[src/csr_pkg.sv]
// csr_pkg: beat types, status codes and register indexes for the sparse row store.
// No dependencies; imported by every module in src.
package csr_pkg;

    localparam int VALUE_W  = 32;
    localparam int INDEX_W  = 8;
    localparam int COUNT_W  = 13;
    localparam int ROWS_W   = 9;
    localparam int CFG_W    = 9;
    localparam int APB_AW   = 3;
    localparam int APB_DW   = 32;

    typedef enum logic [1:0] {
        ST_OK       = 2'd0,
        ST_FULL     = 2'd1,
        ST_RANGE    = 2'd2,
        ST_OVERFLOW = 2'd3
    } t_status;

    localparam logic KIND_APPEND = 1'b0;
    localparam logic KIND_READ   = 1'b1;

    // register index taken from paddr[2]
    localparam logic REG_NUM_ROWS = 1'b0;
    localparam logic REG_NUM_COLS = 1'b1;

    typedef struct packed {
        logic               kind;
        logic [VALUE_W-1:0] elem_value;
        logic [INDEX_W-1:0] row_index;
        logic [INDEX_W-1:0] col_index;
    } t_in_item;

    typedef struct packed {
        logic [VALUE_W-1:0] read_value;
        t_status            status;
        logic [COUNT_W-1:0] nonzero_count;
        logic [ROWS_W-1:0]  rows_filled;
    } t_out_item;

endpackage

[src/csr_rp_mem.sv]
// csr_rp_mem: row-end pointer memory, one entry per completed row.
// One write port, one registered read port. Uses csr_pkg.
module csr_rp_mem
    import csr_pkg::*;
#(
    parameter int DEPTH = 256,
    parameter int AW    = 8,
    parameter int DW    = 13
) (
    input  logic          i_clk,
    input  logic          i_we,
    input  logic [AW-1:0] i_waddr,
    input  logic [DW-1:0] i_wdata,
    input  logic          i_re,
    input  logic [AW-1:0] i_raddr,
    output logic [DW-1:0] o_rdata
);

    logic [DW-1:0] r_mem [DEPTH];
    logic [DW-1:0] r_rdata;

    always_ff @(posedge i_clk) begin
        if (i_we) begin
            r_mem[i_waddr] <= i_wdata;
        end
    end

    always_ff @(posedge i_clk) begin
        if (i_re) begin
            r_rdata <= r_mem[i_raddr];
        end
    end

    assign o_rdata = r_rdata;

endmodule

[config.mk]
export PLATFORM = sky130hd
export DESIGN_NAME = csr_rp_mem
export DESIGN_NICKNAME = d
export VERILOG_FILES = /design/src/csr_pkg.sv /design/src/csr_rp_mem.sv
export SDC_FILE = /design/constraint.sdc
export NUM_CORES = 2
export LEC_CHECK = 0
export BUFFER_PORTS_ARGS = -buffer_cell sky130_fd_sc_hd__buf_2
export CAP_MARGIN = 40
export CORE_ASPECT_RATIO = 0.9
export CORE_UTILIZATION = 45
export DETAILED_ROUTE_END_ITERATION = 6
export HOLD_SLACK_MARGIN = 0.02
export SLEW_MARGIN = 20
export SYNTH_ARGS = -nofsm -noshare
export SYNTH_HDL_FRONTEND = slang
export SYNTH_SLANG_ARGS = --single-unit
[constraint.sdc]
create_clock -name i_clk -period 3.4 [get_ports i_clk]
set_clock_uncertainty 0.2 [all_clocks]
set_input_delay 0.51 -clock i_clk [delete_from_list [all_inputs] [get_ports i_clk]]
set_output_delay 0.51 -clock i_clk [all_outputs]
set_load 0.05 [all_outputs]
==> metrics <==
status finished clean; Seq/Total Area, Yosys a little under 80%; CTS H-tree lvls 5; final wirelength 346000 µm; Power Internal 68.2 mW; Skew-Pair Late Insertion Delay 900 ps; dpl cells 9981; Post-synth EDFFs between 3000 and 4000; Post-layout nets around 6600; Slowest Stage Delay on Critical Path around 550 ps; Die Wd 565 µm; gr usage total roughly 24%; grt met1 use between 30% and 40%; Seq cells post-synth around 3300; Synth area leader edfxtp_1; GRT busiest layer met2; Compound-Gate Fraction of Synth Area under 10%; starting density of the core between 40% and 50%; post-synthesis adder-cell area fraction 0%; via count 64300; Avg Cell Area, Syn between 20 and 25 µm²; Synth-to-Final Area Change 16.9%; worst min path class primary input to flop; FF+latch area approximately 0.1 mm²; Detailed Routing Iterations Pass 1 6; Period minus WS final roughly 3200 ps; mapped cell area 0.129 mm²; total core area about 0.28 mm²; mux cell area share after synthesis 15.8%; Fmax approximately 0.31 GHz; Primary FF master, synth edfxtp_1; Distinct cells, synth 54; Simple-Gate Fraction of Synth Area 1.84%; Cell Chain, Critical Path buf_12 > buf_4 > buf_12 > buf_12 > mux2i_1 > o22ai_1 > o21ai_0 > o21ai_0 > buf_4 > nor4_1 > buf_4 > nor4_1; Multi-input gate area approximately 0.026 mm²; R2R cell count 7; drt wl/cell approximately 33 µm; CP max-delay cell nor4_1; Tcrit/Tclk final between 90 and 100%; Post CTS Setup Buffer Count 0; Arr. time, crit path between 3000 and 4000 ps; first-pass GRT wire length between 400000 and 500000 µm; fillcell total ~22000; main combinational cell family by area after synthesis multiplexers; cts repair resizes 0; HPWL Detailed about 220000 µm; NetSw 18.8 mW; clk buf depth 4; Rows 185; Fin. Hold Viols 0; I/O Buffers 44; met3 Use GR 5.74%; Comb pwr share 5.7%; power share of the clock group 42.0%; cell leakage power 48.1 nW; sequential power share between 50% and 60%; Worst setup startpoint i_raddr[0]; max capacitance violation total 0; Place WS -691 ps; Critical Path Sink o_rdata[1]; RSZ-0062 raised after global routing false; die height around 510 µm; CP Capture Type flop; Critical Path RT 3840 ps; final setup vio count 0; DRC Markers 0; switching share of power 21.6%; Sink Count between 3000 and 4000; GP Congestion ~0.9; Slew Limit Fails 0; Pwr per Cell Area between 500 and 600 mW/mm²; largest net degree at the start of global routing 109; top cells by area, synth edfxtp_1 78%, mux4_2 14%, mux2i_1 1.9%; DIE AREA 0.288 mm²; Async SR Flop Fraction 0%; fin cells around 11000; CTS tree done; vias in the first global route ~63000; crit path max fanout 32; CP Class primary input to flop; Ys Warns 0; total gr overflow 0; post-synth top area share between 70 and 80%; Worst IR Drop VDD between 400 and 500 µV; critical path startpoint category primary input; setup TNS after final layout 0 ps; Final WS setup about 170 ps; Cells after Synth ~5700; slew margin rel. 22.6%; Synth Area in XOR/XNOR 0%; reg2reg setup slack approximately 330 ps; CTS buffer count between 300 and 400; start of the worst register-to-register path r_mem[247][0]; total power between 80 and 90 mW; layout cells sized above 1 ~31%; Worst-Margin Slew around 1200 ps; 1st-iter DRT viols 8593; I/O pin count 45; met2 Use GR a little over a third; clock slew at reported path FFs ~60 ps; post-DR vias/cell 6.06; initial antenna violation count 32; antenna-violating nets left 0; Clk Tree Root Cell clkbuf_16; FF-to-FF End o_rdata[0]; syn_nets around 5800
[Yosys cell counts (4+ instances only)]
cell / count
a21oi_1: 83
a31oi_1: 5
o22ai_1: 42
o21a_1: 6
and2_1: 8
buf_2: 68
nand3_1: 29
buf_1: 26
o21ai_0: 20
nand4_1: 16
a22oi_1: 67
and3_1: 4
nor4_1: 13
o221ai_1: 70
nand2_1: 91
a221oi_1: 54
nand2b_1: 12
a32oi_1: 6
edfxtp_1: 3341
a311oi_1: 11
nor2_1: 279
a22o_1: 39
buf_4: 41
mux2i_1: 241
o31a_1: 10
nor3_1: 27
buf_6: 46
a211oi_1: 40
clkbuf_1: 150
buf_8: 8
mux4_2: 794
nor2b_1: 39
o21ai_1: 6
[area by class of cell]
class | instances | area share, %
Sequential cell | 3341 | 66.8
Multi-Input combinational cell | 2044 | 17.5
Clock buffer | 416 | 5.97
Timing Repair Buffer | 870 | 5.38
Tap cell | 3740 | 3.11
Clock inverter | 192 | 1.26
Antenna cell | 14 | 0.0233
Inverter | 2 | 0.00666
[per-stage QoR]
stage,util [%],instance area [µm²],hold WS (ps)
after global routing,53.1,150000,151
after floorplan,-,129000,409
after global placement,49.2,139000,697
after CTS,53.1,150000,110
after detailed placement,49.2,139000,691
final,53.1,150000,184
[cells in the final DEF, fill, tap and decap left out, types with 16 or more instances in the layout]
cell,n
edfxtp_1,3341
mux4_2,794
buf_4,694
clkbuf_16,348
nor2_1,276
mux2i_1,241
buf_12,118
nand2_1,91
a21oi_1,83
o221ai_1,70
clkbuf_1,68
a22oi_1,67
clkinv_1,64
clkinv_2,60
a221oi_1,54
o22ai_1,42
a211oi_1,40
a22o_1,39
nor2b_1,35
buf_2,28
nor3_1,27
bufinv_16,27
nand3_1,26
o21ai_0,20
clkinvlp_4,19
nand4_1,16
[cells by family after synthesis]
kind of cell           after synthesis
AO/OA/AOI/OAI                      476
flip-flops                        3341
buffers and inverters              344
multiplexers                      1037
AND/OR/NAND/NOR                    531
[registers in the layout, indices dropped and copies added, names as in the netlist]
name,flops
r_mem,3328
o_rdata,13
[routing by layer]
| layer | routed length [µm] | vias to the layer above |
|---|---|---|
| met3 | 33800 | 509 |
| met1 | 145000 | 34600 |
| met5 | 34 | - |
| li1 | - | 26200 |
| met4 | 10200 | 6 |
| met2 | 157000 | 2997 |
[critical path: cells and delay by family]
| kind | cells | cell delay (ps) |
|---|---|---|
| buffers and inverters | 6 | 1380 |
| AO/OA/AOI/OAI | 3 | 840 |
| AND/OR/NAND/NOR | 2 | 600 |
| multiplexers | 1 | 230 |
[power by group through the flow]
stage	clock network, mW	registers [mW]	logic, mW
2_1_floorplan	0	46.4	2.18
3_3_place_gp	0	46.4	4.83
3_5_place_dp	0	46.4	4.89
4_1_cts	37.1	45.5	4.91
5_1_grt	38.6	45.5	5.13
6_report	36.6	45.5	4.93
[worst min path at each step]
stage / slack [ps] / from / depth (start not counted) / to
after floorplan: 410 / i_wdata[0] / 0 / r_mem[0][0]
after global placement: 700 / i_wdata[5] / 1 / r_mem[87][5]
after detailed placement: 690 / i_wdata[5] / 1 / r_mem[218][5]
after CTS: 110 / i_waddr[2] / 3 / r_mem[157][10]
after global routing: 150 / i_waddr[2] / 3 / r_mem[157][10]
final: 180 / i_waddr[2] / 3 / r_mem[157][10]
[timing repair]
action / 4_1_cts / 5_1_grt
hold buffers: 14 / 0
setup endpoints to repair: 0 / 0
endpoints found under the hold margin: 550 / 0
Note: power is estimated with default switching activity, not from simulation.
