$ cat src/csr_pkg.sv
// csr_pkg: beat types, status codes and register indexes for the sparse row store.
// No dependencies; imported by every module in src.
package csr_pkg;

    localparam int VALUE_W  = 32;
    localparam int INDEX_W  = 8;
    localparam int COUNT_W  = 13;
    localparam int ROWS_W   = 9;
    localparam int CFG_W    = 9;
    localparam int APB_AW   = 3;
    localparam int APB_DW   = 32;

    typedef enum logic [1:0] {
        ST_OK       = 2'd0,
        ST_FULL     = 2'd1,
        ST_RANGE    = 2'd2,
        ST_OVERFLOW = 2'd3
    } t_status;

    localparam logic KIND_APPEND = 1'b0;
    localparam logic KIND_READ   = 1'b1;

    // register index taken from paddr[2]
    localparam logic REG_NUM_ROWS = 1'b0;
    localparam logic REG_NUM_COLS = 1'b1;

    typedef struct packed {
        logic               kind;
        logic [VALUE_W-1:0] elem_value;
        logic [INDEX_W-1:0] row_index;
        logic [INDEX_W-1:0] col_index;
    } t_in_item;

    typedef struct packed {
        logic [VALUE_W-1:0] read_value;
        t_status            status;
        logic [COUNT_W-1:0] nonzero_count;
        logic [ROWS_W-1:0]  rows_filled;
    } t_out_item;

endpackage

$ cat src/csr_engine.sv
// csr_engine: append/read sequencer, counters, binary search and output register.
// Drives csr_nz_mem and csr_rp_mem ports. Uses csr_pkg.
module csr_engine
    import csr_pkg::*;
#(
    parameter int MAX_ROWS     = 256,
    parameter int MAX_COLS     = 256,
    parameter int MAX_NONZEROS = 4096,
    parameter int ROW_AW       = 8,
    parameter int NZ_AW        = 12,
    parameter int CNT_W        = 13
) (
    input  logic               i_clk,
    input  logic               i_rst_n,
    input  logic [CFG_W-1:0]   i_num_rows,
    input  logic [CFG_W-1:0]   i_num_cols,
    input  logic               i_in_valid,
    output logic               o_in_ready,
    input  t_in_item           i_in,
    output logic               o_out_valid,
    input  logic               i_out_ready,
    output t_out_item          o_out,
    // nonzero store
    output logic               o_nz_we,
    output logic [NZ_AW-1:0]   o_nz_waddr,
    output logic [VALUE_W-1:0] o_nz_wvalue,
    output logic [INDEX_W-1:0] o_nz_wcol,
    output logic               o_nz_re,
    output logic [NZ_AW-1:0]   o_nz_raddr,
    input  logic [VALUE_W-1:0] i_nz_rvalue,
    input  logic [INDEX_W-1:0] i_nz_rcol,
    // row-end store
    output logic               o_rp_we,
    output logic [ROW_AW-1:0]  o_rp_waddr,
    output logic [CNT_W-1:0]   o_rp_wdata,
    output logic               o_rp_re,
    output logic [ROW_AW-1:0]  o_rp_raddr,
    input  logic [CNT_W-1:0]   i_rp_rdata
);

    typedef enum logic [4:0] {
        S_IDLE = 5'b00001,
        S_RPLO = 5'b00010,
        S_RPHI = 5'b00100,
        S_SRCH = 5'b01000,
        S_DONE = 5'b10000
    } t_state;

    t_state              r_state,   n_state;
    logic [ROWS_W-1:0]   r_row_cnt, n_row_cnt;
    logic [CNT_W-1:0]    r_stored,  n_stored;
    logic [CFG_W-1:0]    r_col_pos, n_col_pos;
    logic [INDEX_W-1:0]  r_row,     n_row;
    logic [INDEX_W-1:0]  r_col,     n_col;
    logic [CNT_W-1:0]    r_lo,      n_lo;
    logic [CNT_W-1:0]    r_hi,      n_hi;
    logic [CNT_W-1:0]    r_mid,     n_mid;
    logic [VALUE_W-1:0]  r_res_val, n_res_val;
    t_status             r_res_st,  n_res_st;
    logic                r_out_valid, n_out_valid;
    t_out_item           r_out,     n_out;

    logic [CFG_W-1:0]    w_eff_rows;
    logic [CFG_W-1:0]    w_eff_cols;
    logic                w_accept;

    assign w_eff_rows = (32'(i_num_rows) > 32'(MAX_ROWS)) ? CFG_W'(MAX_ROWS) : i_num_rows;
    assign w_eff_cols = (32'(i_num_cols) > 32'(MAX_COLS)) ? CFG_W'(MAX_COLS) : i_num_cols;
    assign w_accept   = i_in_valid && (r_state == S_IDLE);

    always_comb begin
        logic [CNT_W-1:0] v_stored;
        logic [CFG_W-1:0] v_pos1;
        logic [CNT_W:0]   v_sum;
        logic [CNT_W-1:0] v_lo;
        logic [CNT_W-1:0] v_hi;
        logic [CNT_W-1:0] v_mid;

        n_state     = r_state;
        n_row_cnt   = r_row_cnt;
        n_stored    = r_stored;
        n_col_pos   = r_col_pos;
        n_row       = r_row;
        n_col       = r_col;
        n_lo        = r_lo;
        n_hi        = r_hi;
        n_mid       = r_mid;
        n_res_val   = r_res_val;
        n_res_st    = r_res_st;
        n_out       = r_out;
        n_out_valid = r_out_valid && !i_out_ready;

        o_nz_we     = 1'b0;
        o_nz_waddr  = NZ_AW'(r_stored);
        o_nz_wvalue = i_in.elem_value;
        o_nz_wcol   = r_col_pos[INDEX_W-1:0];
        o_nz_re     = 1'b0;
        o_nz_raddr  = NZ_AW'(r_mid);
        o_rp_we     = 1'b0;
        o_rp_waddr  = ROW_AW'(r_row_cnt);
        o_rp_wdata  = r_stored;
        o_rp_re     = 1'b0;
        o_rp_raddr  = ROW_AW'(r_row);

        v_stored = r_stored;
        v_pos1   = r_col_pos + CFG_W'(1);
        v_sum    = '0;
        v_lo     = r_lo;
        v_hi     = r_hi;
        v_mid    = r_mid;

        unique case (r_state)
            S_IDLE: begin
                if (w_accept) begin
                    n_row     = i_in.row_index;
                    n_col     = i_in.col_index;
                    n_res_val = '0;
                    n_res_st  = ST_OK;
                    n_state   = S_DONE;
                    if (i_in.kind == KIND_APPEND) begin
                        if (r_row_cnt >= w_eff_rows) begin
                            n_res_st = ST_FULL;
                        end else if (w_eff_cols == '0) begin
                            // empty row completes at once
                            o_rp_we   = 1'b1;
                            n_row_cnt = r_row_cnt + ROWS_W'(1);
                            n_col_pos = '0;
                        end else begin
                            if (i_in.elem_value[VALUE_W-2:0] != '0) begin
                                if (r_stored == CNT_W'(MAX_NONZEROS)) begin
                                    n_res_st = ST_OVERFLOW;
                                end else begin
                                    o_nz_we  = 1'b1;
                                    v_stored = r_stored + CNT_W'(1);
                                end
                            end
                            n_stored = v_stored;
                            if (v_pos1 < w_eff_cols) begin
                                n_col_pos = v_pos1;
                            end else begin
                                o_rp_we    = 1'b1;
                                o_rp_wdata = v_stored;
                                n_row_cnt  = r_row_cnt + ROWS_W'(1);
                                n_col_pos  = '0;
                            end
                        end
                    end else begin
                        if ({1'b0, i_in.row_index} >= w_eff_rows ||
                            {1'b0, i_in.col_index} >= w_eff_cols) begin
                            n_res_st = ST_RANGE;
                        end else if ({1'b0, i_in.row_index} < r_row_cnt) begin
                            // fetch previous row end first (row zero starts at zero)
                            o_rp_re    = 1'b1;
                            o_rp_raddr = (i_in.row_index == '0) ? '0 :
                                         ROW_AW'(i_in.row_index - INDEX_W'(1));
                            n_state    = S_RPLO;
                        end
                    end
                end
            end
            S_RPLO: begin
                n_lo    = (r_row == '0) ? '0 : i_rp_rdata;
                o_rp_re = 1'b1;
                n_state = S_RPHI;
            end
            S_RPHI: begin
                v_hi  = i_rp_rdata;
                v_sum = {1'b0, r_lo} + {1'b0, v_hi};
                v_mid = v_sum[CNT_W:1];
                n_hi  = v_hi;
                n_mid = v_mid;
                if (r_lo < v_hi) begin
                    o_nz_re    = 1'b1;
                    o_nz_raddr = NZ_AW'(v_mid);
                    n_state    = S_SRCH;
                end else begin
                    n_state = S_DONE;
                end
            end
            S_SRCH: begin
                if (i_nz_rcol == r_col) begin
                    n_res_val = i_nz_rvalue;
                    n_state   = S_DONE;
                end else begin
                    if (i_nz_rcol > r_col) begin
                        v_hi = r_mid;
                    end else begin
                        v_lo = r_mid + CNT_W'(1);
                    end
                    v_sum = {1'b0, v_lo} + {1'b0, v_hi};
                    v_mid = v_sum[CNT_W:1];
                    n_lo  = v_lo;
                    n_hi  = v_hi;
                    n_mid = v_mid;
                    if (v_lo < v_hi) begin
                        o_nz_re    = 1'b1;
                        o_nz_raddr = NZ_AW'(v_mid);
                    end else begin
                        n_state = S_DONE;
                    end
                end
            end
            S_DONE: begin
                if (!r_out_valid || i_out_ready) begin
                    n_out_valid         = 1'b1;
                    n_out.read_value    = r_res_val;
                    n_out.status        = r_res_st;
                    n_out.nonzero_count = COUNT_W'(r_stored);
                    n_out.rows_filled   = r_row_cnt;
                    n_state             = S_IDLE;
                end
            end
            default: begin
                n_state = S_IDLE;
            end
        endcase
    end

    always_ff @(posedge i_clk) begin
        if (!i_rst_n) begin
            r_state     <= S_IDLE;
            r_row_cnt   <= '0;
            r_stored    <= '0;
            r_col_pos   <= '0;
            r_out_valid <= 1'b0;
        end else begin
            r_state     <= n_state;
            r_row_cnt   <= n_row_cnt;
            r_stored    <= n_stored;
            r_col_pos   <= n_col_pos;
            r_out_valid <= n_out_valid;
        end
    end

    always_ff @(posedge i_clk) begin
        r_row     <= n_row;
        r_col     <= n_col;
        r_lo      <= n_lo;
        r_hi      <= n_hi;
        r_mid     <= n_mid;
        r_res_val <= n_res_val;
        r_res_st  <= n_res_st;
        r_out     <= n_out;
    end

    assign o_in_ready  = (r_state == S_IDLE);
    assign o_out_valid = r_out_valid;
    assign o_out       = r_out;

    a_stored_bound: assert property (@(posedge i_clk) disable iff (!i_rst_n)
        r_stored <= CNT_W'(MAX_NONZEROS))
        else $error("nonzero count above store depth");

    a_search_range: assert property (@(posedge i_clk) disable iff (!i_rst_n)
        (r_state == S_SRCH) |-> (r_lo < r_hi && r_mid >= r_lo && r_mid < r_hi))
        else $error("search window empty or mid outside it");

    a_rows_only_on_beat: assert property (@(posedge i_clk) disable iff (!i_rst_n)
        !w_accept |=> $stable(r_row_cnt) && $stable(r_stored))
        else $error("counters moved without an input beat");

    a_busy_after_beat: assert property (@(posedge i_clk) disable iff (!i_rst_n)
        w_accept |=> !o_in_ready)
        else $error("input ready right after a beat");

endmodule

$ cat config.mk
export PLATFORM = sky130hd
export DESIGN_NAME = csr_engine
export DESIGN_NICKNAME = d
export VERILOG_FILES = /design/src/csr_pkg.sv /design/src/csr_engine.sv
export SDC_FILE = /design/constraint.sdc
export NUM_CORES = 1
export LEC_CHECK = 0
export BUFFER_PORTS_ARGS = -buffer_cell sky130_fd_sc_hd__buf_2
export CORE_MARGIN = 2
export CORE_UTILIZATION = 50
export CTS_CLUSTER_SIZE = 24
export DETAILED_ROUTE_END_ITERATION = 7
export PLACE_DENSITY_LB_ADDON = 0.25
export SETUP_SLACK_MARGIN = 0.2
export SYNTH_ARGS = -nofsm -noshare
export SYNTH_HDL_FRONTEND = slang
export SYNTH_SLANG_ARGS = --single-unit
$ cat constraint.sdc
create_clock -name i_clk -period 7.6 [get_ports i_clk]
set_clock_uncertainty 0.1 [all_clocks]
set_input_delay 1.52 -clock i_clk [delete_from_list [all_inputs] [get_ports i_clk]]
set_output_delay 1.52 -clock i_clk [all_outputs]
set_load 0.02 [all_outputs]
==> results.toml <==
[run_status]
status = "completed"

[timing]
finalSetupViolations = 0
hold_viol_final = 0
rsz0062_at_grt = "false"
setup-tns-final_ns = 0
max_freq_mhz = 139
setup_ws_ns = 0.421
final.min_clock_period_ns = 7.18
holdWs_ns = 0.318
min_period_over_period = 0.945
drv_slew = 0
worst_slew_margin_rel = 0.186
tightest_slew_ns = 1.21

[grt]
grt.busiest_layer = "met2"
grt_util_met2 = 0.450
grt_pass1_wl_um = 45600
grtUsageMet1 = 0.298
grt_max_degree = 57
grt_pass1_vias = 8769
grt_overflow = 0
grt_use_met3 = 0.0387
antenna_found_initial = 1
track_usage = 0.245

[finish]
regArea_um2 = 5090
multiInputGateArea_um2 = 5520
fill_cells = 1934
area_growth_pct = 17.6
layout-drive-gt1-share = 0.273
nNetsFinal = 1551

[clocking]
clkTransAtPathRegs_ns = 0.07
cts-root-buf = "clkbuf_16"
clock_latency_ns = 0.44
cts_htree_levels = 4
numCtsBuffers = 17
cts_setup_buffers = 0
cts_sinks = 182
clk_path_buf_depth = 2
cts_tree = "built"

[yosys]
async_flop_share = 0
syn-num-nets = 1334
ys_types = 68
synth_area_leaders = "edfxtp_1 38%, ha_1 11%, dfxtp_1 6.5%"
synthTopCellsByCount = "145 x edfxtp_1, 102 x ha_1, 89 x nand2_1"
synth_ff_type = "edfxtp_1"
ys_ff_latch = 182
synth_largest_area_cell = "edfxtp_1"
synth.most_common_cell = "edfxtp_1"
syn_inst = 1106
synth_top_cell_area_share = 0.384
synth.yosys.warnings = 0
synth-edff-count = 145
synth.cell_area_um2 = 11300
avgSynthCellArea_um2 = 10.2
synth.yosys.seq_area_share = 0.450

[routing]
drc = 0
wl_per_cell_um = 18.6
drt_iter0_drc = 557
via_per_inst = 5.58
ant_nets = 0
first_pass_iters = 5
wirelength_um = 30100
vias = 9053

[place]
numPortBuffers = 276
post-place-ws_ns = 0.253
gp_congestion = 0.922
dp_hpwl_um = 22500

[critical_path]
path_class = "in -> out"
cp_max_fo = 9
cp-end-kind = "output port"
cp-start-kind = "input port"
required_ns = 5.98
arrival_ns = 5.56

[die]
rows = 55
io_pins = 279
dieWidth_um = 155
die_area_um2 = 23900
fp.dieH_um = 155
initial_core_util = 0.505
core_um2 = 22400

[min_path]
holdCritPathClass = "reg -> reg"

[power]
peakVddDrop_mv = 0.131
leakagePower_nw = 5.92
cellPowerDensity_nw_per_um2 = 182

[job]
drv_cap = 0
[cell type report]
type	instances	share of cell area
diodes	1	0.000188
clock buffers	18	0.0322
clock inverters	14	0.0120
inverters	72	0.0203
multi-input cells	761	0.414
flip-flops and latches	182	0.383
well taps	285	0.0268
repair buffers	289	0.112
[worst max-delay path, cell delays in order]
cell and delay [ns]:
buf_2 0.11, ha_1 0.31, nand4_1 0.24, or2_4 0.34, nand2_1 0.14, and2_2 0.23
buf_6 0.18, mux2i_2 0.29, inv_1 0.09, ha_1 0.36, or3_1 0.44, nor4_4 0.28
o21a_1 0.17, a211o_1 0.19, buf_4 0.20, nor2_1 0.06, a221o_1 0.25, buf_2 0.16
[through the flow]
| step | total power [W] | cell area [um^2] | cells | util |
|---|---|---|---|---|
| floorplan | 0.00141 | 11300 | 1106 | - |
| global placement | 0.00153 | 12600 | 1588 | 0.562 |
| detailed placement | 0.00154 | 12600 | 1588 | 0.562 |
| CTS | 0.00242 | 13200 | 1620 | 0.589 |
| global route | 0.00251 | 13300 | 1622 | 0.594 |
| finish | 0.00242 | 13300 | 1622 | 0.594 |
[layout by cell type, fill, tap and decap left out, types with 24 or more instances in the layout]
cell and count:
xor2_1 24, nand2_1 89, ha_1 101, buf_2 276, and2_1 35, a21oi_1 51, dfxtp_1 37, nor2_1 76
nand3_1 39, inv_1 70, o21ai_0 46, xnor2_1 44, edfxtp_1 145
[state kept, by name, summed over array words and instances (netlist names)]
| name | count |
|---|---|
| o_out | 56 |
| r_res_val | 32 |
| r_hi | 13 |
| r_lo | 13 |
| r_mid | 13 |
| r_stored | 13 |
| r_col_pos | 9 |
| r_row_cnt | 9 |
| r_col | 8 |
| r_row | 8 |
| r_state | 5 |
| r_res_st | 2 |
| o_out_valid | 1 |
[power breakdown]
group / leakage (nW) / internal, W / switching [W]
Combinational: 3.96 / 0.000167 / 0.000260
Sequential: 1.68 / 0.00110 / 0.0000101
Clock: 0.280 / 0.000442 / 0.000441
[layer usage]
metal | wire length [um] | vias to the layer above
met1 | 12200 | 4326
met2 | 15800 | 331
met4 | 528 | 0
met3 | 1610 | 40
li1 | - | 4356
met5 | 0 | -
[what timing repair did]
action	4_1_cts	5_1_grt
hold buffers	0	0
setup endpoints to repair	0	13
gates resized for setup	0	25
[path summary, 6_finish.rpt]
check	to	slack, ns	cells after the start	startpoint
worst max register to register	r_mid[8]	3.22	18	r_col[7]
worst min-delay path	o_out[40]	0.32	0	r_res_val[16]
worst max-delay path	o_nz_raddr[9]	0.42	18	i_nz_rcol[7]
worst min register to register	o_out[40]	0.32	0	r_res_val[16]
[cell families (layout without fill, tap and decap cells)]
group / Yosys count / after routing / synth area share
and+or+nand+nor: 348 / 349 / 0.153
AOI/OAI and AO/OA: 204 / 204 / 0.119
DFF: 182 / 182 / 0.450
buffers and inverters: 164 / 393 / 0.0765
adders and majority gates: 104 / 104 / 0.116
xor gates and xnor gates: 68 / 68 / 0.0526
muxes: 36 / 36 / 0.0328
other: 0 / 1 / 0
Note: power is estimated with default switching activity, not from simulation.
